$ cat src/rtl/core/u16u8_pkg.sv
`default_nettype none

package u16u8_pkg;

  // Default sizes handed to the top level parameters.
  localparam int CNT_BITS_DEF    = 16;
  localparam int QUEUE_DEPTH_DEF = 4;

  // Configuration register indexes.
  localparam int CFG_IDX_W = 2;
  localparam logic [CFG_IDX_W-1:0] REG_SOURCE_MODE  = 2'd0;
  localparam logic [CFG_IDX_W-1:0] REG_OUT_CAPACITY = 2'd1;

  // Source encodings.
  localparam logic [1:0] MODE_UTF16LE = 2'd0;
  localparam logic [1:0] MODE_UTF16BE = 2'd1;
  localparam logic [1:0] MODE_LATIN1  = 2'd2;
  localparam logic [1:0] MODE_INVALID = 2'd3;

  localparam logic [15:0] CAPACITY_RESET = 16'd256;

  // Surrogate tags sit in the top six bits of a UTF-16 unit.
  localparam logic [5:0]  SURR_HIGH_TAG = 6'b110110;
  localparam logic [5:0]  SURR_LOW_TAG  = 6'b110111;
  localparam logic [15:0] SURR_BASE     = 16'hD800;
  localparam logic [20:0] SUPP_BASE     = 21'h10000;

  // Input word.
  typedef struct packed {
    logic [7:0] in_byte;
    logic       in_last;
  } in_word_t;

  // Result word.
  typedef struct packed {
    logic [7:0]  out_byte;
    logic        out_stored;
    logic        out_last;
    logic [15:0] out_length;
  } out_word_t;

  // Work handed from the front to the back: up to two code points and an end result.
  typedef struct packed {
    logic [20:0] cp_a;
    logic [2:0]  len_a;
    logic [20:0] cp_b;
    logic [2:0]  len_b;
    logic        end_en;
    logic        end_stored;
    logic [15:0] end_len;
  } job_t;

  // Number of UTF-8 bytes for a code point.
  function automatic logic [2:0] cp_len(input logic [20:0] cp);
    if (cp < 21'h80) begin
      cp_len = 3'd1;
    end else if (cp < 21'h800) begin
      cp_len = 3'd2;
    end else if (cp < 21'h10000) begin
      cp_len = 3'd3;
    end else begin
      cp_len = 3'd4;
    end
  endfunction

  // Byte number idx of the UTF-8 sequence of length len for a code point.
  function automatic logic [7:0] utf8_byte(input logic [20:0] cp, input logic [2:0] len,
                                           input logic [1:0] idx);
    logic [7:0] res;
    res = 8'h00;
    case (len)
      3'd1: res = cp[7:0];
      3'd2: begin
        res = (idx == 2'd0) ? {3'b110, cp[10:6]} : {2'b10, cp[5:0]};
      end
      3'd3: begin
        case (idx)
          2'd0:    res = {4'b1110, cp[15:12]};
          2'd1:    res = {2'b10, cp[11:6]};
          default: res = {2'b10, cp[5:0]};
        endcase
      end
      default: begin
        case (idx)
          2'd0:    res = {5'b11110, cp[20:18]};
          2'd1:    res = {2'b10, cp[17:12]};
          2'd2:    res = {2'b10, cp[11:6]};
          default: res = {2'b10, cp[5:0]};
        endcase
      end
    endcase
    utf8_byte = res;
  endfunction

endpackage

`default_nettype wire

$ cat src/rtl/core/utf16_latin1_to_utf8_encoder_top.sv
// The first result word of an input word passes through the job queue, the job
// register and the output register. The front takes one input word per cycle unless
// the job queue is full; the back end sends one result word per cycle if not stalled.
// The job queue between front and back sets how far the front may run ahead.
// Reset (rst_n low, synchronous) empties the queue, clears string state, and sets
// source_mode to UTF-16LE and out_capacity to 256.
`default_nettype none

module utf16_latin1_to_utf8_encoder_top
  import u16u8_pkg::*;
#(
  parameter int COUNT_BITS  = CNT_BITS_DEF,
  parameter int QUEUE_DEPTH = QUEUE_DEPTH_DEF
) (
  input  wire logic                 clk,
  input  wire logic                 rst_n,
  input  wire logic                 in_valid,
  output logic                      in_stall,
  input  wire in_word_t             in_word,
  output logic                      out_valid,
  input  wire logic                 out_stall,
  output out_word_t                 out_word,
  input  wire logic                 cfg_valid,
  output logic                      cfg_ready,
  input  wire logic [CFG_IDX_W-1:0] cfg_index,
  input  wire logic [15:0]          cfg_data
);

  logic queue_full;
  logic job_push;
  job_t job_wr;
  logic job_pop;
  job_t job_rd;
  logic job_valid;

  // Front end: classification and string state.
  u16u8_front #(
    .COUNT_BITS(COUNT_BITS)
  ) u_front (
    .clk        (clk),
    .rst_n      (rst_n),
    .in_valid   (in_valid),
    .in_stall   (in_stall),
    .in_word    (in_word),
    .cfg_valid  (cfg_valid),
    .cfg_ready  (cfg_ready),
    .cfg_index  (cfg_index),
    .cfg_data   (cfg_data),
    .queue_full (queue_full),
    .job_push   (job_push),
    .job        (job_wr)
  );

  // Job queue.
  u16u8_fifo #(
    .DEPTH(QUEUE_DEPTH)
  ) u_fifo (
    .clk       (clk),
    .rst_n     (rst_n),
    .wr_en     (job_push),
    .wr_data   (job_wr),
    .full      (queue_full),
    .rd_en     (job_pop),
    .rd_data   (job_rd),
    .not_empty (job_valid)
  );

  // Back end: UTF-8 byte serializer.
  u16u8_back u_back (
    .clk       (clk),
    .rst_n     (rst_n),
    .job_valid (job_valid),
    .job_in    (job_rd),
    .job_pop   (job_pop),
    .out_valid (out_valid),
    .out_stall (out_stall),
    .out_word  (out_word)
  );

endmodule

`default_nettype wire

$ cat src/rtl/core/u16u8_fifo.sv
`default_nettype none

module u16u8_fifo
  import u16u8_pkg::*;
#(
  parameter int DEPTH = QUEUE_DEPTH_DEF
) (
  input  wire logic clk,
  input  wire logic rst_n,
  input  wire logic wr_en,
  input  wire job_t wr_data,
  output logic      full,
  input  wire logic rd_en,
  output job_t      rd_data,
  output logic      not_empty
);

  localparam int PTR_W = (DEPTH > 1) ? $clog2(DEPTH) : 1;
  localparam int CNT_W = $clog2(DEPTH + 1);
  localparam logic [PTR_W-1:0] LAST_PTR = PTR_W'(DEPTH - 1);

  job_t             mem_r [DEPTH];
  logic [PTR_W-1:0] wr_ptr_r, wr_ptr_nxt;
  logic [PTR_W-1:0] rd_ptr_r, rd_ptr_nxt;
  logic [CNT_W-1:0] count_r, count_nxt;

  assign full      = (count_r == CNT_W'(DEPTH));
  assign not_empty = (count_r != '0);
  assign rd_data   = mem_r[rd_ptr_r];

  // Pointers wrap at the depth, which need not be a power of two.
  always_comb begin
    wr_ptr_nxt = wr_ptr_r;
    rd_ptr_nxt = rd_ptr_r;
    count_nxt  = count_r;
    if (wr_en) begin
      wr_ptr_nxt = (wr_ptr_r == LAST_PTR) ? '0 : wr_ptr_r + 1'b1;
    end
    if (rd_en) begin
      rd_ptr_nxt = (rd_ptr_r == LAST_PTR) ? '0 : rd_ptr_r + 1'b1;
    end
    if (wr_en && !rd_en) begin
      count_nxt = count_r + 1'b1;
    end else if (!wr_en && rd_en) begin
      count_nxt = count_r - 1'b1;
    end
  end

  always_ff @(posedge clk) begin
    if (!rst_n) begin
      wr_ptr_r <= '0;
      rd_ptr_r <= '0;
      count_r  <= '0;
    end else begin
      wr_ptr_r <= wr_ptr_nxt;
      rd_ptr_r <= rd_ptr_nxt;
      count_r  <= count_nxt;
    end
  end

  // Storage holds payload only.
  always_ff @(posedge clk) begin
    if (wr_en) begin
      mem_r[wr_ptr_r] <= wr_data;
    end
  end

endmodule

`default_nettype wire

$ cat src/rtl/core/u16u8_front.sv
`default_nettype none

module u16u8_front
  import u16u8_pkg::*;
#(
  parameter int COUNT_BITS = CNT_BITS_DEF
) (
  input  wire logic                 clk,
  input  wire logic                 rst_n,
  input  wire logic                 in_valid,
  output logic                      in_stall,
  input  wire in_word_t             in_word,
  input  wire logic                 cfg_valid,
  output logic                      cfg_ready,
  input  wire logic [CFG_IDX_W-1:0] cfg_index,
  input  wire logic [15:0]          cfg_data,
  input  wire logic                 queue_full,
  output logic                      job_push,
  output job_t                      job
);

  localparam int CMP_W = ((COUNT_BITS > 16) ? COUNT_BITS : 16) + 1;

  logic [1:0]            mode_r;
  logic [15:0]           cap_r;
  logic [7:0]            held_r, held_nxt;
  logic                  half_r, half_nxt;
  logic [9:0]            phb_r, phb_nxt;
  logic                  phv_r, phv_nxt;
  logic [COUNT_BITS-1:0] wc_r, wc_nxt;
  logic                  stopped_r, stopped_nxt;
  logic                  push;
  logic                  accept;

  // True when a code point of len bytes still leaves room for the terminator.
  function automatic logic fits(input logic [COUNT_BITS-1:0] w, input logic [2:0] len,
                                input logic [15:0] cap);
    fits = (CMP_W'(w) + CMP_W'(len)) < CMP_W'(cap);
  endfunction

  assign cfg_ready = 1'b1;
  assign in_stall  = queue_full;
  assign accept    = in_valid && !in_stall;
  assign job_push  = accept && push;

  // Classify one source byte into code points, an end result and the next string state.
  always_comb begin
    logic [15:0]           u;
    logic [20:0]           cp;
    logic [2:0]            k;
    logic [COUNT_BITS-1:0] wc;
    logic                  ok;
    logic                  go;
    job         = '0;
    push        = 1'b0;
    held_nxt    = held_r;
    half_nxt    = half_r;
    phb_nxt     = phb_r;
    phv_nxt     = phv_r;
    wc_nxt      = wc_r;
    stopped_nxt = stopped_r;
    wc          = wc_r;
    ok          = 1'b1;
    go          = 1'b1;
    u           = '0;
    cp          = '0;
    k           = '0;
    if (stopped_r) begin
      // Swallow the rest of a stopped string.
      if (in_word.in_last) begin
        held_nxt    = '0;
        half_nxt    = 1'b0;
        phb_nxt     = '0;
        phv_nxt     = 1'b0;
        wc_nxt      = '0;
        stopped_nxt = 1'b0;
      end
    end else if (mode_r == MODE_INVALID) begin
      job.end_en = 1'b1;
      push       = 1'b1;
      if (in_word.in_last) begin
        held_nxt = '0;
        half_nxt = 1'b0;
        phb_nxt  = '0;
        phv_nxt  = 1'b0;
        wc_nxt   = '0;
      end else begin
        // Unit state is never looked at again before the last byte clears it.
        stopped_nxt = 1'b1;
        half_nxt    = 1'b0;
        phv_nxt     = 1'b0;
      end
    end else begin
      if (mode_r == MODE_LATIN1) begin
        half_nxt = 1'b0;
        phv_nxt  = 1'b0;
        cp       = {13'd0, in_word.in_byte};
        k        = cp_len(cp);
        if (in_word.in_byte == 8'd0 || !fits(wc, k, cap_r)) begin
          ok = 1'b0;
        end else begin
          job.cp_a  = cp;
          job.len_a = k;
          wc        = wc + COUNT_BITS'(k);
        end
      end else if (!half_r) begin
        if (in_word.in_last) begin
          // A lone trailing byte is dropped; a held high surrogate is flushed.
          if (phv_r) begin
            phv_nxt = 1'b0;
            cp      = {5'd0, SURR_BASE | {6'd0, phb_r}};
            if (fits(wc, 3'd3, cap_r)) begin
              job.cp_a  = cp;
              job.len_a = 3'd3;
              wc        = wc + COUNT_BITS'(3);
            end else begin
              ok = 1'b0;
            end
          end
        end else begin
          held_nxt = in_word.in_byte;
          half_nxt = 1'b1;
        end
      end else begin
        u        = (mode_r == MODE_UTF16LE) ? {in_word.in_byte, held_r}
                                            : {held_r, in_word.in_byte};
        half_nxt = 1'b0;
        // Resolve a pending high surrogate first.
        if (phv_r) begin
          phv_nxt = 1'b0;
          if (u[15:10] == SURR_LOW_TAG) begin
            go = 1'b0;
            cp = SUPP_BASE + {1'b0, phb_r, u[9:0]};
            if (fits(wc, 3'd4, cap_r)) begin
              job.cp_a  = cp;
              job.len_a = 3'd4;
              wc        = wc + COUNT_BITS'(4);
            end else begin
              ok = 1'b0;
            end
          end else begin
            cp = {5'd0, SURR_BASE | {6'd0, phb_r}};
            if (fits(wc, 3'd3, cap_r)) begin
              job.cp_a  = cp;
              job.len_a = 3'd3;
              wc        = wc + COUNT_BITS'(3);
            end else begin
              ok = 1'b0;
              go = 1'b0;
            end
          end
        end
        // Then the unit itself.
        if (go) begin
          if (u[15:10] == SURR_HIGH_TAG && !in_word.in_last) begin
            phb_nxt = u[9:0];
            phv_nxt = 1'b1;
          end else if (u == 16'd0) begin
            ok = 1'b0;
          end else begin
            k = cp_len({5'd0, u});
            if (fits(wc, k, cap_r)) begin
              job.cp_b  = {5'd0, u};
              job.len_b = k;
              wc        = wc + COUNT_BITS'(k);
            end else begin
              ok = 1'b0;
            end
          end
        end
      end
      // Close the string on a stop or on its last byte.
      wc_nxt = wc;
      if (!ok || in_word.in_last) begin
        job.end_en     = 1'b1;
        job.end_stored = (cap_r != 16'd0);
        job.end_len    = 16'(wc);
        if (in_word.in_last) begin
          held_nxt = '0;
          half_nxt = 1'b0;
          phb_nxt  = '0;
          phv_nxt  = 1'b0;
          wc_nxt   = '0;
        end else begin
          stopped_nxt = 1'b1;
          half_nxt    = 1'b0;
          phv_nxt     = 1'b0;
        end
      end
      push = job.end_en || (job.len_a != 3'd0) || (job.len_b != 3'd0);
    end
  end

  // String state advances on each accepted word.
  always_ff @(posedge clk) begin
    if (!rst_n) begin
      held_r    <= '0;
      half_r    <= 1'b0;
      phb_r     <= '0;
      phv_r     <= 1'b0;
      wc_r      <= '0;
      stopped_r <= 1'b0;
    end else if (accept) begin
      held_r    <= held_nxt;
      half_r    <= half_nxt;
      phb_r     <= phb_nxt;
      phv_r     <= phv_nxt;
      wc_r      <= wc_nxt;
      stopped_r <= stopped_nxt;
    end
  end

  // Configuration registers.
  always_ff @(posedge clk) begin
    if (!rst_n) begin
      mode_r <= MODE_UTF16LE;
      cap_r  <= CAPACITY_RESET;
    end else if (cfg_valid && cfg_ready) begin
      case (cfg_index)
        REG_SOURCE_MODE:  mode_r <= cfg_data[1:0];
        REG_OUT_CAPACITY: cap_r  <= cfg_data;
        default: ;
      endcase
    end
  end

  // A stopped string produces no work, not even on its last byte.
  assert property (@(posedge clk) disable iff (!rst_n)
    (accept && stopped_r) |-> !job_push)
    else $error("front pushed work for a stopped string");

  // Work handed on in the invalid mode is a bare, unstored end result.
  assert property (@(posedge clk) disable iff (!rst_n)
    (job_push && mode_r == MODE_INVALID)
      |-> (job.end_en && !job.end_stored && job.len_a == 3'd0 && job.len_b == 3'd0))
    else $error("invalid mode handed on code points");

  // A half unit is never held together with a stopped string.
  assert property (@(posedge clk) disable iff (!rst_n)
    stopped_r |-> (!half_r && !phv_r))
    else $error("stopped string still holds unit state");

endmodule

`default_nettype wire

$ cat src/rtl/core/u16u8_back.sv
`default_nettype none

module u16u8_back
  import u16u8_pkg::*;
(
  input  wire logic clk,
  input  wire logic rst_n,
  input  wire logic job_valid,
  input  wire job_t job_in,
  output logic      job_pop,
  output logic      out_valid,
  input  wire logic out_stall,
  output out_word_t out_word
);

  localparam logic [1:0] SLOT_A   = 2'd0;
  localparam logic [1:0] SLOT_B   = 2'd1;
  localparam logic [1:0] SLOT_END = 2'd2;

  job_t       cur_r;
  logic       busy_r, busy_nxt;
  logic [1:0] slot_r, slot_nxt;
  logic [1:0] idx_r, idx_nxt;
  logic       out_valid_r;
  out_word_t  out_word_r, word_nxt;
  logic       out_free;
  logic       emit;
  logic       done;
  logic [2:0] cur_len;
  logic [20:0] cur_cp;
  logic       slot_last;
  logic [1:0] after_slot;
  logic       after_ok;
  logic [1:0] first_slot;

  assign out_free  = !out_valid_r || !out_stall;
  assign emit      = busy_r && out_free;
  assign out_valid = out_valid_r;
  assign out_word  = out_word_r;

  // Current code point and where the job goes after this slot.
  always_comb begin
    cur_len    = 3'd0;
    cur_cp     = '0;
    after_slot = SLOT_END;
    after_ok   = 1'b0;
    case (slot_r)
      SLOT_A: begin
        cur_len = cur_r.len_a;
        cur_cp  = cur_r.cp_a;
        if (cur_r.len_b != 3'd0) begin
          after_slot = SLOT_B;
          after_ok   = 1'b1;
        end else begin
          after_ok = cur_r.end_en;
        end
      end
      SLOT_B: begin
        cur_len  = cur_r.len_b;
        cur_cp   = cur_r.cp_b;
        after_ok = cur_r.end_en;
      end
      default: ;
    endcase
  end

  assign slot_last = (slot_r == SLOT_END) || ({1'b0, idx_r} + 3'd1 == cur_len);
  assign done      = emit && slot_last && !after_ok;
  assign job_pop   = job_valid && (!busy_r || done);

  assign first_slot = (job_in.len_a != 3'd0) ? SLOT_A :
                      (job_in.len_b != 3'd0) ? SLOT_B : SLOT_END;

  // Result byte for the current position.
  always_comb begin
    word_nxt = '0;
    if (slot_r == SLOT_END) begin
      word_nxt.out_stored = cur_r.end_stored;
      word_nxt.out_last   = 1'b1;
      word_nxt.out_length = cur_r.end_len;
    end else begin
      word_nxt.out_byte   = utf8_byte(cur_cp, cur_len, idx_r);
      word_nxt.out_stored = 1'b1;
    end
  end

  // Walk the bytes of a job, loading the next job as the current one ends.
  always_comb begin
    busy_nxt = busy_r;
    slot_nxt = slot_r;
    idx_nxt  = idx_r;
    if (emit) begin
      if (!slot_last) begin
        idx_nxt = idx_r + 2'd1;
      end else if (after_ok) begin
        slot_nxt = after_slot;
        idx_nxt  = 2'd0;
      end else begin
        busy_nxt = 1'b0;
      end
    end
    if (job_pop) begin
      busy_nxt = 1'b1;
      slot_nxt = first_slot;
      idx_nxt  = 2'd0;
    end
  end

  always_ff @(posedge clk) begin
    if (!rst_n) begin
      busy_r      <= 1'b0;
      slot_r      <= SLOT_A;
      idx_r       <= 2'd0;
      out_valid_r <= 1'b0;
    end else begin
      busy_r <= busy_nxt;
      slot_r <= slot_nxt;
      idx_r  <= idx_nxt;
      if (emit) begin
        out_valid_r <= 1'b1;
      end else if (!out_stall) begin
        out_valid_r <= 1'b0;
      end
    end
  end

  // Payload registers.
  always_ff @(posedge clk) begin
    if (job_pop) begin
      cur_r <= job_in;
    end
    if (emit) begin
      out_word_r <= word_nxt;
    end
  end

  // The end slot is only reached for jobs that carry an end result.
  assert property (@(posedge clk) disable iff (!rst_n)
    (busy_r && slot_r == SLOT_END) |-> cur_r.end_en)
    else $error("end slot reached without an end result");

  // A byte position always lies inside its code point.
  assert property (@(posedge clk) disable iff (!rst_n)
    (busy_r && slot_r != SLOT_END) |-> ({1'b0, idx_r} < cur_len))
    else $error("byte index outside code point");

  // A finished job with nothing queued leaves the back end idle.
  assert property (@(posedge clk) disable iff (!rst_n)
    (done && !job_valid) |=> !busy_r)
    else $error("back end stayed busy after its last byte");

  // Every emitted byte shows up as a valid word.
  assert property (@(posedge clk) disable iff (!rst_n)
    emit |=> out_valid_r)
    else $error("emitted byte was lost");

endmodule

`default_nettype wire
$ cat config.mk
export PLATFORM = sky130hd
export DESIGN_NAME = utf16_latin1_to_utf8_encoder_top
export DESIGN_NICKNAME = d
export VERILOG_FILES = /design/src/rtl/core/u16u8_pkg.sv /design/src/rtl/core/utf16_latin1_to_utf8_encoder_top.sv /design/src/rtl/core/u16u8_fifo.sv /design/src/rtl/core/u16u8_front.sv /design/src/rtl/core/u16u8_back.sv
export SDC_FILE = /design/constraint.sdc
export NUM_CORES = 1
export LEC_CHECK = 0
export BUFFER_PORTS_ARGS = -buffer_cell sky130_fd_sc_hd__clkbuf_2
export CELL_PAD_IN_SITES_DETAIL_PLACEMENT = 0
export CELL_PAD_IN_SITES_GLOBAL_PLACEMENT = 1
export CORE_AREA = 2 2 227 229
export DETAILED_ROUTE_END_ITERATION = 7
export DIE_AREA = 0 0 229 231
export PLACE_DENSITY = 0.61
export SLEW_MARGIN = 20
export SYNTH_ARGS = -nofsm -noshare
export SYNTH_HDL_FRONTEND = slang
export SYNTH_SLANG_ARGS = --single-unit
$ cat constraint.sdc
create_clock -name clk -period 24.8 [get_ports clk]
set_clock_uncertainty 0.2 [all_clocks]
set_input_delay 4.96 -clock clk [delete_from_list [all_inputs] [get_ports clk]]
set_output_delay 4.96 -clock clk [all_outputs]
set_load 0.03 [all_outputs]
**After elaboration in Yosys (flattened, before gate mapping)**

Memories as Yosys holds them, arrays and structs flattened. A register that Yosys moved wholly into a read port is not among the register bits.
Index checks and enable logic that the tools add are counted.
W data, S select, Z words.

- Add/subtract/negate cells: 15
- Magnitude comparators: 7
- Equality and inequality tests: 20
- Bitwise operators: 1
- Reduce and logical (&&, ||, !) cells: 50
- Multiplexer cells: 153

Operators with widths:

| kind | number |
|---|---|
| $mux W24 | 16 |
| $mux W16 | 23 |
| $mux W10 | 9 |
| $lt A17 B16 Y1 | 4 |
| $mux W66 | 1 |
| $mux W8 | 8 |
| $mux W18 | 3 |
| $mux W1 | 52 |
| $mux W48 | 1 |
| $pmux W21 S2 | 1 |
| $mux W3 | 13 |
| $mux W19 | 2 |
| $add A16 B3 Y17 | 2 |
| $mux W17 | 2 |
| $add A16 B3 Y16 | 2 |
| $mux W2 | 15 |
| $pmux W8 S3 | 1 |
| $add A17 B20 Y21 const A | 1 |
| $pmux W7 S3 | 1 |
| $reduce_bool A3 Y1 | 6 |
| $add A16 B2 Y17 const B | 1 |
| $add A16 B3 Y17 const B | 1 |
| $add A16 B2 Y16 const B | 1 |
| $add A16 B3 Y16 const B | 1 |
| other kinds (33) | 79 |

- Memory bits (writable): 264
- Memories kept: 1
- Register bits: 160
- Input bits: 32
- Output and inout port bits: 29
- Logic and storage cells: 273

Memory list:

| memory | depth | bits a word | rd ports | clocked after Yosys merged registers in | write ports | RTL line | text |
|---|---|---|---|---|---|---|---|
| u_fifo.mem_r | 4 | 66 | 1 | 1 | 1 | u16u8_fifo.sv:22 | `job_t mem_r [DEPTH];` |

**Depth between registers and ports, before layout**

Gate-level depths: netlist of the first run.

- Depth in word-level cells: 38
- Gate-level depth with buffers: 39
- Gate-level depth less buffers: 36

**Cells and area by module**

Synthesis of the first run repeated with hierarchy kept, for this count alone.

- Cells, all modules: 1700
- Area total of the unflattened synthesis: 21568.2 um^2

Modules (own cells, without submodules):

| module | cells each | seq. area each (um^2) | instances | area an instance (um^2) |
|---|---|---|---|---|
| u16u8_fifo | 388 | 8107.8 | 1 | 9977.1 |
| u16u8_front | 1015 | 1101.1 | 1 | 7359.6 |
| u16u8_back | 297 | 2882.8 | 1 | 4231.6 |

**Least setup slack after synthesis of the first run**

OpenSTA, ideal clock, no wires.

- Path type: in2reg
- From: in in_word[5] (netlist name)
- To: mem u_fifo.mem_r[0][0] (netlist name) (enable)
- Arrival time: 10748 ps
- Setup time: 425 ps
- Path buffers: 2
- Path slack: 13427 ps
- Stages on the path: 24
- Data required time: 24175 ps
- Cells stage by stage: and3_1 nand4b_1 and2_1 o21ai_1 nor2_1 xnor2_1 ha_1 fa_1 and4_4 buf_6 and4_4 buf_6 nand3_1 xnor2_1 ha_1 a21o_1 a21o_1 a21oi_1 o21ai_0 a211oi_1 nand2_1 a311oi_2 a2111o_1 and3_1

- Cells in the longest elaborated chain, start to end: 33
- Elaborated cells on any way between the ends: 80
- Classes of those cells: 2 x add/sub; 5 x order compare; 2 x eq/ne; 59 x mux; 12 x reduce/logical

Ends and longest elaborated chain:

| item | RTL line | text |
|---|---|---|
| start: declaration | utf16_latin1_to_utf8_encoder_top.sv:19 | `input wire in_word_t in_word,` |
| $mux W16 | u16u8_front.sv:125 | `u = (mode_r == MODE_UTF16LE) ? {in_word.in_byte, held_r}` |
| $lt A16 B12 Y1 | u16u8_pkg.sv:57 | `end else if (cp < 21'h800) begin` |
| $mux W1 | u16u8_pkg.sv:57 |  |
| $mux W3 | u16u8_pkg.sv:55 | `if (cp < 21'h80) begin` |
| $mux W3 | u16u8_front.sv:158 | `end else if (u == 16'd0) begin` |
| $mux W3 | u16u8_front.sv:155 | `if (u[15:10] == SURR_HIGH_TAG && !in_word.in_last) begin` |
| $mux W3 | u16u8_front.sv:154 | `if (go) begin` |
| $mux W3 | u16u8_front.sv:106 | `end else if (!half_r) begin` |
| [... 17 more ...] | - |  |
| $mux W18 | u16u8_front.sv:68 | `if (stopped_r) begin` |
| $logic_or A1 B1 Y1 | u16u8_front.sv:190 | `push = job.end_en \|\| (job.len_a != 3'd0) \|\| (job.len_b != 3'd0);` |
| $logic_or A1 B1 Y1 (*) | u16u8_front.sv:190 |  |
| $mux W1 (*) | u16u8_front.sv:78 | `end else if (mode_r == MODE_INVALID) begin` |
| $mux W1 (*) | u16u8_front.sv:68 |  |
| $logic_and A1 B1 Y1 (*) | u16u8_front.sv:44 | `assign job_push = accept && push;` |
| $mux W1 (*) | u16u8_fifo.sv:63 | `if (wr_en) begin` |
| $mux W1 (not written as such) (*) | u16u8_fifo.sv:64 | `mem_r[wr_ptr_r] <= wr_data;` |
| end: declaration | u16u8_fifo.sv:22 |  |

Every way passes the cells marked *; elsewhere a longest branch is shown, timed or not. The select of a mux whose other input is x is not followed.

**Worst setup path in the final report of the first run**

- From: in in_word[8] (netlist name)
- To: mem u_fifo.mem_r[2][62] (netlist name) (enable)

Same word-level chain as after synthesis.

==> flow_summary.yaml, run 1 <==
critical_path:
  timing.critical_path.slowest_stage_cell: "sky130_fd_sc_hd__and3_2"
  critPathMaxStageDelay_ns: 0.76
  timing.rr.start: "u_front.wc_r[4]"
  worstPathArrival_ns: 12.00
  criticalPathCategory: "in -> reg"
  worstPathMaxFanout: 31
  worst_r2r_endpoint: "u_fifo.mem_r[2][62]"
  cp.required_ns: 24.81
  setup.reg_to_reg.worst_slack_ns: 14.55
  path_depth_of_the_worst_reg2reg_path: 29
  end_kind: "flop"
  cp_cell_sequence: "clkbuf_2 -> and3_1 -> nand4b_1 -> and2_1 -> o21ai_1 -> nor2_1 -> a21oi_1 -> ha_1 -> a21o_1 -> and4_1 -> nand3_1 -> nor4_1 -> xor2_1 -> ha_1 -> a21o_1 -> a21oi_1 -> o21ai_0 -> a211oi_1 -> nand2_1 -> a311oi_2 -> a2111o_1 -> and3_2 -> buf_4"
  crit_path_start_kind: "primary input"
cts:
  cts_hold_buffers: 0
  cts.clk_slew.worst_paths_ns: 0.06
  cts.path.max_buffers: 3
  htree_num_levels: 2
  clock_insertion_delay_worst_skew_ns: 0.58
  cts_buffers: 44
  cts-root-buf: "sky130_fd_sc_hd__clkbuf_16"
  post_cts_buffers: 0
  tritoncts: "done"
  cts-resized-gates: 0
  clock_sinks: 396
final_layout:
  nets_final: 1805
  syn_to_final_growth_pct: 12.1
  mostFrequentLayoutCell: "sky130_fd_sc_hd__edfxtp_1"
  mostFrequentLayoutCells: "sky130_fd_sc_hd__edfxtp_1, sky130_fd_sc_hd__nor2_1, sky130_fd_sc_hd__nand2_1"
  diodes: 0
  finalCoreUtilization: 0.441
  final_layout_size_suffix_gt1_frac: 0.150
floorplanning:
  design.portCount: 61
  floorplan.die.height_um: 231
  core_um2: 50700
  dieWidth_um: 229
  initial_core_util: 0.393
  placement_rows: 83
  die_area_um2: 52900
hold_path:
  whs_path_depth: 2
  min_to: "u_front.cap_r[4]"
  hold_start: "u_front.cap_r[4]"
  hold_path.class: "reg -> reg"
sta:
  final_hold_viol_count: 0
  remaining_max_slew_budget_at_the_tightest_pin: 0.339
  whs_ns: 0.273
  finalSetupTns_ns: 0
  timing_worst_slew_pin_value_ns: 0.992
  unrepaired_setup_endpoints_after_global_routing: "false"
  timing_max_transition_violations_final: 0
  final.period_utilization: 0.484
  timing.fmax_mhz: 83.4
  finalWorstPathRequiredPeriod_ns: 11.99
  timing.final.setup_violations: 0
global_routing:
  grtUsageMet1: 0.317
  antenna_violations_before_repair: 0
  first_global_vias: 12900
  globalRoute.busiestLayer: "met1"
  grt_pass1_wl_um: 81700
  grt_util_all_layers: 0.205
  use_met2: 0.304
  grt_start_max_net_pins: 61
  grt_util_met3: 0.0309
  global_route.overflow_total: 0
detailed_routing:
  first_pass_iters: 8
  via_per_inst: 5.57
  routed_wirelength_um: 54300
  via_count: 13400
  detailedRoute.firstIterationViolations: 1065
  post_drt_wl_per_cell_um: 22.6
  drc: 0
  drt.antenna.violating_nets: 0
power:
  power_per_cell_area_nw_per_um2: 95.9
  worst_ir_drop_vdd_mv: 0.0542
  leakage_nw: 7.89
place:
  place_congestion: 0.867
  dp_hpwl_um: 38700
  io_buffers: 59
yosys:
  ys_seq_area_frac: 0.562
  ys_ff_latch: 396
  syn_avg_cell_area_um2: 12.1
  synthCells: 1644
  synth_enable_flop_cells: 326
  dominantRegCellSynth: "sky130_fd_sc_hd__edfxtp_1"
  async_flop_share: 0
  yosys_warnings: 0
  netlist-cell-type-count: 91
  mappedNetlistNets: 1757
  syn-cell-area_um2: 19900
job:
  cap_violations: 0
status:
  outcome: "finished clean"
## state kept, by name (all words and copies together) (netlist names), 3 cells and up, named ones only
signal / cells
u_fifo.count_r: 3
u_back.cur_r: 60
u_back.out_word: 26
u_front.cap_r: 16
u_fifo.mem_r: 240
u_front.held_r: 8
u_front.phb_r: 10
u_front.wc_r: 16
## through the flow
step / cells / area, um2 / total power [W] / setup WS, ns
after floorplan: 1644 / 19900 / 0.00134 / 13.43
after global placement: 2326 / 20900 / 0.00153 / 12.37
after detailed placement: 2326 / 20900 / 0.00153 / 12.29
after CTS: 2408 / 22300 / 0.00217 / 12.87
after global routing: 2408 / 22300 / 0.00225 / 12.24
final: 2408 / 22300 / 0.00214 / 12.81
## cells in the mapped netlist (9+ instances only)
cell	n	area [um2]
sky130_fd_sc_hd__a211oi_1	15	113
sky130_fd_sc_hd__a21o_1	28	210
sky130_fd_sc_hd__a21oi_1	133	666
sky130_fd_sc_hd__a31oi_1	9	56.3
sky130_fd_sc_hd__and2_1	32	200
sky130_fd_sc_hd__and3_1	25	156
sky130_fd_sc_hd__buf_1	14	52.6
sky130_fd_sc_hd__clkbuf_1	54	203
sky130_fd_sc_hd__dfxtp_1	70	1400
sky130_fd_sc_hd__edfxtp_1	326	9790
sky130_fd_sc_hd__ha_1	78	976
sky130_fd_sc_hd__inv_1	38	143
sky130_fd_sc_hd__mux2i_1	43	430
sky130_fd_sc_hd__mux4_2	60	1350
sky130_fd_sc_hd__nand2_1	140	526
sky130_fd_sc_hd__nand2b_1	13	81.3
sky130_fd_sc_hd__nand3_1	46	230
sky130_fd_sc_hd__nand4_1	16	100
sky130_fd_sc_hd__nor2_1	168	631
sky130_fd_sc_hd__nor3_1	29	145
sky130_fd_sc_hd__o21ai_0	53	265
sky130_fd_sc_hd__o21ai_1	13	65.1
sky130_fd_sc_hd__xnor2_1	39	342
sky130_fd_sc_hd__xor2_1	37	324
## worst max path at each step
stage	cells after the start	end	slack, ns	start
after floorplan	24	u_fifo.mem_r[0][0]	13.43	in_word[5]
after global placement	24	u_fifo.mem_r[2][51]	12.37	in_word[8]
after detailed placement	23	u_fifo.mem_r[2][51]	12.29	in_word[8]
after CTS	23	u_fifo.mem_r[2][49]	12.87	in_word[8]
after global routing	23	u_fifo.mem_r[2][62]	12.24	in_word[8]
final	23	u_fifo.mem_r[2][62]	12.81	in_word[8]
## final cells by class
type                    instances  area (um2)
clock buffers                  57        1190
clock inverters                25         223
fillers                      4822       28300
inverters                      39         146
multi-input cells            1125        8230
flip-flops and latches        396       11200
well taps                     680         851
repair buffers                 86         498
## power by group
part	internal [W]	switching (W)
Clock	0.000363	0.000270
Combinational	0.000219	0.000360
Sequential	0.000869	0.0000608
## cells by family (layout without fill, tap and decap cells)
family                     count (synthesis)  count (layout)  share of synthesized area
and+or+nand+nor                          530             530                      0.129
xor gates and xnor gates                  79              79                     0.0359
other                                      1               1                   0.000188
adders and majority gates                 81              81                     0.0520
AOI/OAI and AO/OA                        329             329                      0.105
DFF                                      396             396                      0.562
buffers and inverters                    123             207                     0.0257
muxes                                    105             105                     0.0906
## routing by layer
| layer | routed length (um) | vias up | share of wire |
|---|---|---|---|
| met1 | 26900 | 6697 | 0.50 |
| met5 | 0 | - | 0 |
| met3 | 3060 | 61 | 0.056 |
| li1 | - | 6284 | - |
| met2 | 23400 | 369 | 0.43 |
| met4 | 998 | 0 | 0.018 |
## critical path, delay by kind of cell
family,cells,cell delay (ns)
compound gates,9,2.58
xor+xnor,1,0.19
fa+ha+maj,2,0.48
buf+inv,2,0.76
simple gates,9,2.95
(Power assumes the default switching activity.)
==> inputs of run 2 (changes only) <==
PLACE_DENSITY = 0.64   (was 0.61)
clock period = 10.65 ns   (was 24.8 ns; I/O delays follow)
==> run 2 against run 1 <==
Net effect: global-route usage increased by 0.42 points; power increased by 140%; cell area increased by 1.0%; non-clock buffer count increased by 6; flip-flop and latch count unchanged; clock power increased to 2.5 times the previous value; sequential share of layout area decreased by 0.52 points; die area unchanged; worst hold slack got worse by 0.0037 ns; cell count increased by 0.21%; sequential power increased by 130%; combinational power increased by 140%; critical endpoint is now u_fifo.count_r[2]; largest cell class unchanged; highest routed layer unchanged.
==> flow_summary.yaml, run 2 (synthesized netlist as in run 1, its figures left out) <==
critical_path:
  worstPathArrival_ns: 9.90
  timing.rr.start: "u_front.wc_r[2]"
  worst_r2r_endpoint: "u_fifo.count_r[2]"
  worstPathMaxFanout: 16
  end_kind: "flop"
  path_depth_of_the_worst_reg2reg_path: 35
  criticalPathCategory: "reg -> reg"
  setup.reg_to_reg.worst_slack_ns: 1.05
  critPathMaxStageDelay_ns: 0.69
  timing.critical_path.slowest_stage_cell: "sky130_fd_sc_hd__dfxtp_1"
  cp.required_ns: 10.95
  crit_path_start_kind: "flop"
floorplanning:
  die_area_um2: 52900
  placement_rows: 83
  floorplan.die.height_um: 231
  initial_core_util: 0.393
  core_um2: 50700
  dieWidth_um: 229
  design.portCount: 61
global_routing:
  first_global_vias: 13000
  global_route.overflow_total: 0
  grt_util_all_layers: 0.210
  grt_start_max_net_pins: 61
  antenna_violations_before_repair: 1
  grt_pass1_wl_um: 83300
final_layout:
  largest-register: "u_fifo.mem_r"
  mostFrequentLayoutCell: "sky130_fd_sc_hd__edfxtp_1"
  syn_to_final_growth_pct: 13.3
  mostFrequentLayoutCells: "sky130_fd_sc_hd__edfxtp_1, sky130_fd_sc_hd__nor2_1, sky130_fd_sc_hd__nand2_1"
  diodes: 0
  finalCoreUtilization: 0.445
  final_layout_size_suffix_gt1_frac: 0.156
  nets_final: 1811
  number_of_flip_flops_in_the_largest_register: 240
detailed_routing:
  drc: 0
  routed_wirelength_um: 55400
  drt.antenna.violating_nets: 0
  detailedRoute.firstIterationViolations: 1137
  via_per_inst: 5.57
  first_pass_iters: 5
  via_count: 13500
  post_drt_wl_per_cell_um: 23.0
cts:
  clock_sinks: 396
  cts-root-buf: "sky130_fd_sc_hd__clkbuf_16"
  post_cts_buffers: 0
  tritoncts: "done"
  cts_hold_buffers: 0
  cts_buffers: 44
  cts.clk_slew.worst_paths_ns: 0.06
  htree_num_levels: 2
  clock_insertion_delay_worst_skew_ns: 0.58
  cts.path.max_buffers: 3
hold_path:
  whs_path_depth: 2
  hold_path.class: "reg -> reg"
  hold_start: "u_front.cap_r[14]"
  min_to: "u_front.cap_r[14]"
place:
  place_congestion: 0.952
  io_buffers: 59
  dp_hpwl_um: 39800
  place_worst_setup_slack_ns: 0.970
sta:
  final.period_utilization: 0.902
  timing_max_transition_violations_final: 0
  final_hold_viol_count: 0
  unrepaired_setup_endpoints_after_global_routing: "false"
  timing.final.setup_violations: 0
  remaining_max_slew_budget_at_the_tightest_pin: 0.255
  timing.fmax_mhz: 104
  postLayoutSetupSlackWorst_ns: 1.05
  timing_worst_slew_pin_value_ns: 1.11
  finalSetupTns_ns: 0
  finalWorstPathRequiredPeriod_ns: 9.60
power:
  power_per_cell_area_nw_per_um2: 228
  leakage_nw: 8.01
  design_power_total_w: 0.00515
  worst_ir_drop_vdd_mv: 0.117
job:
  cap_violations: 0
status:
  outcome: "finished clean"
[run 2: changes by cell type in the layout (fill, tap and decap cells not counted), moves of 2 or more]
cell,delta
sky130_fd_sc_hd__inv_6,-4
sky130_fd_sc_hd__clkinvlp_4,-2
sky130_fd_sc_hd__buf_12,+2
sky130_fd_sc_hd__clkbuf_8,+4
sky130_fd_sc_hd__bufinv_16,+5
sky130_fd_sc_hd__clkbuf_1,-3
sky130_fd_sc_hd__buf_4,+4
[run 2: worst max path at each step]
stage / startpoint / end / slack (ns)
CTS: u_front.wc_r[2] / u_fifo.count_r[2] / 0.92
floorplan: in_word[5] / u_fifo.mem_r[0][0] / 2.11
global placement: u_front.wc_r[2] / u_fifo.count_r[2] / 1.13
global route: u_front.wc_r[2] / u_fifo.count_r[2] / 0.28
detailed placement: u_front.wc_r[2] / u_fifo.count_r[2] / 0.97
finish: u_front.wc_r[2] / u_fifo.count_r[2] / 1.05
[run 2: layer usage]
layer  track usage  share of wire  up-vias
met2         0.323           0.45      399
met1         0.310           0.48     6696
met4        0.0580          0.023        0
met5             0              0        -
li1              -              -     6281
met3        0.0280          0.051       74
[run 2: what timing repair did]
action	CTS	global route
endpoints found under the hold margin	0	0
setup endpoints to repair	0	1
gates resized for setup	0	1
[run 2: layout make-up]
type | instances | area (um2)
Clock buffer | 58 | 1230
Clock inverter | 23 | 334
Fill cell | 4710 | 28100
Inverter | 39 | 146
Multi-Input combinational cell | 1125 | 8240
Sequential cell | 396 | 11200
Tap cell | 680 | 851
Timing Repair Buffer | 92 | 568
[run 2: metrics by stage]
| step | cells | area (um2) | hold WS [ns] |
|---|---|---|---|
| 2_1_floorplan | 1644 | 19900 | 0.249 |
| 3_5_place_dp | 2332 | 21000 | 0.267 |
| 4_1_cts | 2413 | 22600 | 0.275 |
| 6_report | 2413 | 22600 | 0.269 |
| 3_3_place_gp | 2332 | 21000 | 0.260 |
| 5_1_grt | 2413 | 22600 | 0.299 |
[run 2: power by group]
part | switching [W] | internal [W] | total (W)
registers | 0.000121 | 0.00202 | 0.00214
clock network | 0.000623 | 0.000991 | 0.00161
logic | 0.000869 | 0.000518 | 0.00139
total | 0.00161 | 0.00353 | 0.00515
[run 2: critical path: cells and delay by family, from the launching register on]
kind / cells / cell delay (ns)
simple gates: 13 / 3.62
buf+inv: 1 / 0.06
flops: 1 / 0.69
compound gates: 12 / 2.41
fa+ha+maj: 6 / 2.00
xor+xnor: 3 / 0.51
==> inputs of run 3 (changes only) <==
REMOVE_ABC_BUFFERS = 1   (was unset)
==> run 3 against run 2 <==
Net effect: flip-flop and latch count is the same; global-route usage grew 0.76 points; fmax shrank 0.66%; highest routed layer unchanged.
==> flow_summary.yaml, run 3 (synthesized netlist as in run 1, its figures left out) <==
detailed_routing:
  post_drt_wl_per_cell_um: 23.7
  via_per_inst: 5.66
  drt.antenna.violating_nets: 0
  routed_wirelength_um: 57000
  drc: 0
  via_count: 13600
  detailedRoute.firstIterationViolations: 1092
  first_pass_iters: 6
final_layout:
  mostFrequentLayoutCells: "sky130_fd_sc_hd__edfxtp_1, sky130_fd_sc_hd__nor2_1, sky130_fd_sc_hd__nand2_1"
  largest-register: "u_fifo.mem_r"
  number_of_flip_flops_in_the_largest_register: 240
  syn_to_final_growth_pct: 12.1
  nets_final: 1803
  diodes: 0
  finish.instance_area_um2: 22300
  mostFrequentLayoutCell: "sky130_fd_sc_hd__edfxtp_1"
  final_layout_size_suffix_gt1_frac: 0.144
global_routing:
  grt_start_max_net_pins: 61
  grt_pass1_wl_um: 86100
  first_global_vias: 13500
  antenna_violations_before_repair: 0
  global_route.overflow_total: 0
  grt_util_all_layers: 0.217
sta:
  timing_max_transition_violations_final: 0
  final.period_utilization: 0.908
  final_hold_viol_count: 0
  unrepaired_setup_endpoints_after_global_routing: "false"
  finalWorstPathRequiredPeriod_ns: 9.67
  timing.final.setup_violations: 0
  timing_worst_slew_pin_value_ns: 1.04
  whs_ns: 0.268
  remaining_max_slew_budget_at_the_tightest_pin: 0.303
  timing.fmax_mhz: 103
  finalSetupTns_ns: 0
power:
  power_frac_clock: 0.292
  pwr-share-comb: 0.279
  power_report.internal_total_w: 0.00340
  switching_share: 0.318
  power.net_switching_w: 0.00159
  design_power_total_w: 0.00498
  seqPwrFrac: 0.429
  power_per_cell_area_nw_per_um2: 223
  worst_ir_drop_vdd_mv: 0.127
  leakage_nw: 7.87
hold_path:
  min_to: "u_front.cap_r[15]"
  whs_path_depth: 2
  hold_start: "u_front.cap_r[15]"
  hold_path.class: "reg -> reg"
status:
  outcome: "finished clean"
floorplanning:
  core_um2: 50700
  floorplan.die.height_um: 231
  placement_rows: 83
  design.portCount: 61
  die_area_um2: 52900
  dieWidth_um: 229
  initial_core_util: 0.393
job:
  cap_violations: 0
critical_path:
  critPathMaxStageDelay_ns: 0.70
  setup.reg_to_reg.worst_slack_ns: 0.98
  cp.required_ns: 10.94
  path_depth_of_the_worst_reg2reg_path: 35
  cp_common_cell: "sky130_fd_sc_hd__ha_1"
  worst_r2r_endpoint: "u_fifo.count_r[2]"
  end_kind: "flop"
  timing.critical_path.slowest_stage_cell: "sky130_fd_sc_hd__dfxtp_1"
  criticalPathCategory: "reg -> reg"
  worstPathArrival_ns: 9.95
  timing.rr.start: "u_front.wc_r[2]"
  crit_path_start_kind: "flop"
  worstPathMaxFanout: 16
place:
  dp_hpwl_um: 40000
  io_buffers: 59
  place_congestion: 0.961
  placement.cell_area_um2: 21000
cts:
  cts-resized-gates: 0
  cts_buffers: 42
  cts.path.max_buffers: 3
  clock_sinks: 396
  cts-root-buf: "sky130_fd_sc_hd__clkbuf_16"
  cts.clk_slew.worst_paths_ns: 0.06
  htree_num_levels: 2
  post_cts_buffers: 0
  tritoncts: "done"
  cts_hold_buffers: 0
  clock_insertion_delay_worst_skew_ns: 0.56
==> run 3: changes by cell type in the layout (fill, tap and decap cells not counted), moves of 3 or more <==
cell and change:
sky130_fd_sc_hd__clkinv_1 +11, sky130_fd_sc_hd__buf_4 -8, sky130_fd_sc_hd__clkbuf_8 -8, sky130_fd_sc_hd__clkinv_2 -6
sky130_fd_sc_hd__inv_6 +3
==> run 3: area by class of cell <==
| class | instances | area, um2 |
|---|---|---|
| clock buffer | 49 | 1100 |
| clock inverter | 26 | 254 |
| fill | 4749 | 28400 |
| inverter | 39 | 146 |
| multi-input combinational | 1125 | 8230 |
| sequential | 396 | 11200 |
| tap | 680 | 851 |
| timing repair buffer | 86 | 548 |
==> run 3: routing by layer <==
metal  share of wire  track usage  wire (um)
met2            0.46        0.353      26500
met4           0.041       0.0881       2360
met1            0.45        0.292      25400
met5               0            0          0
met3           0.049       0.0333       2800
==> run 3: worst max path at each step <==
stage                                from  slack [ns]                  to  cells past startpoint
after global placement    u_front.wc_r[2]        1.39   u_fifo.count_r[2]                     35
after global routing      u_front.wc_r[2]        0.30   u_fifo.count_r[2]                     35
after floorplan           u_front.wc_r[2]        2.17  u_fifo.mem_r[0][0]                     29
after CTS                 u_front.wc_r[2]        1.13   u_fifo.count_r[2]                     35
final                     u_front.wc_r[2]        0.98   u_fifo.count_r[2]                     35
after detailed placement  u_front.wc_r[2]        1.19   u_fifo.count_r[2]                     35
==> run 3: worst max-delay path, delay by kind of cell, from the launching register on <==
family / cells / cell delay, ns
compound gates: 12 / 2.53
buf+inv: 1 / 0.06
fa+ha+maj: 6 / 1.83
flops: 1 / 0.70
xor+xnor: 3 / 0.49
simple gates: 13 / 3.78
==> run 3: through the flow <==
| stage | util | std cells | setup slack (ns) |
|---|---|---|---|
| 2_1_floorplan | - | 1560 | 2.17 |
| 3_3_place_gp | 0.414 | 2326 | 1.39 |
| 3_5_place_dp | 0.414 | 2326 | 1.19 |
| 4_1_cts | 0.441 | 2401 | 1.13 |
| 5_1_grt | 0.441 | 2401 | 0.299 |
| 6_report | 0.441 | 2401 | 0.981 |
==> run 3: power groups by stage <==
stage / combinational [W] / sequential [W] / clock, W
2_1_floorplan: 0.000830 / 0.00228 / 0
6_report: 0.00139 / 0.00214 / 0.00146
3_5_place_dp: 0.00141 / 0.00218 / 0
4_1_cts: 0.00141 / 0.00215 / 0.00149
3_3_place_gp: 0.00140 / 0.00217 / 0
5_1_grt: 0.00152 / 0.00217 / 0.00155
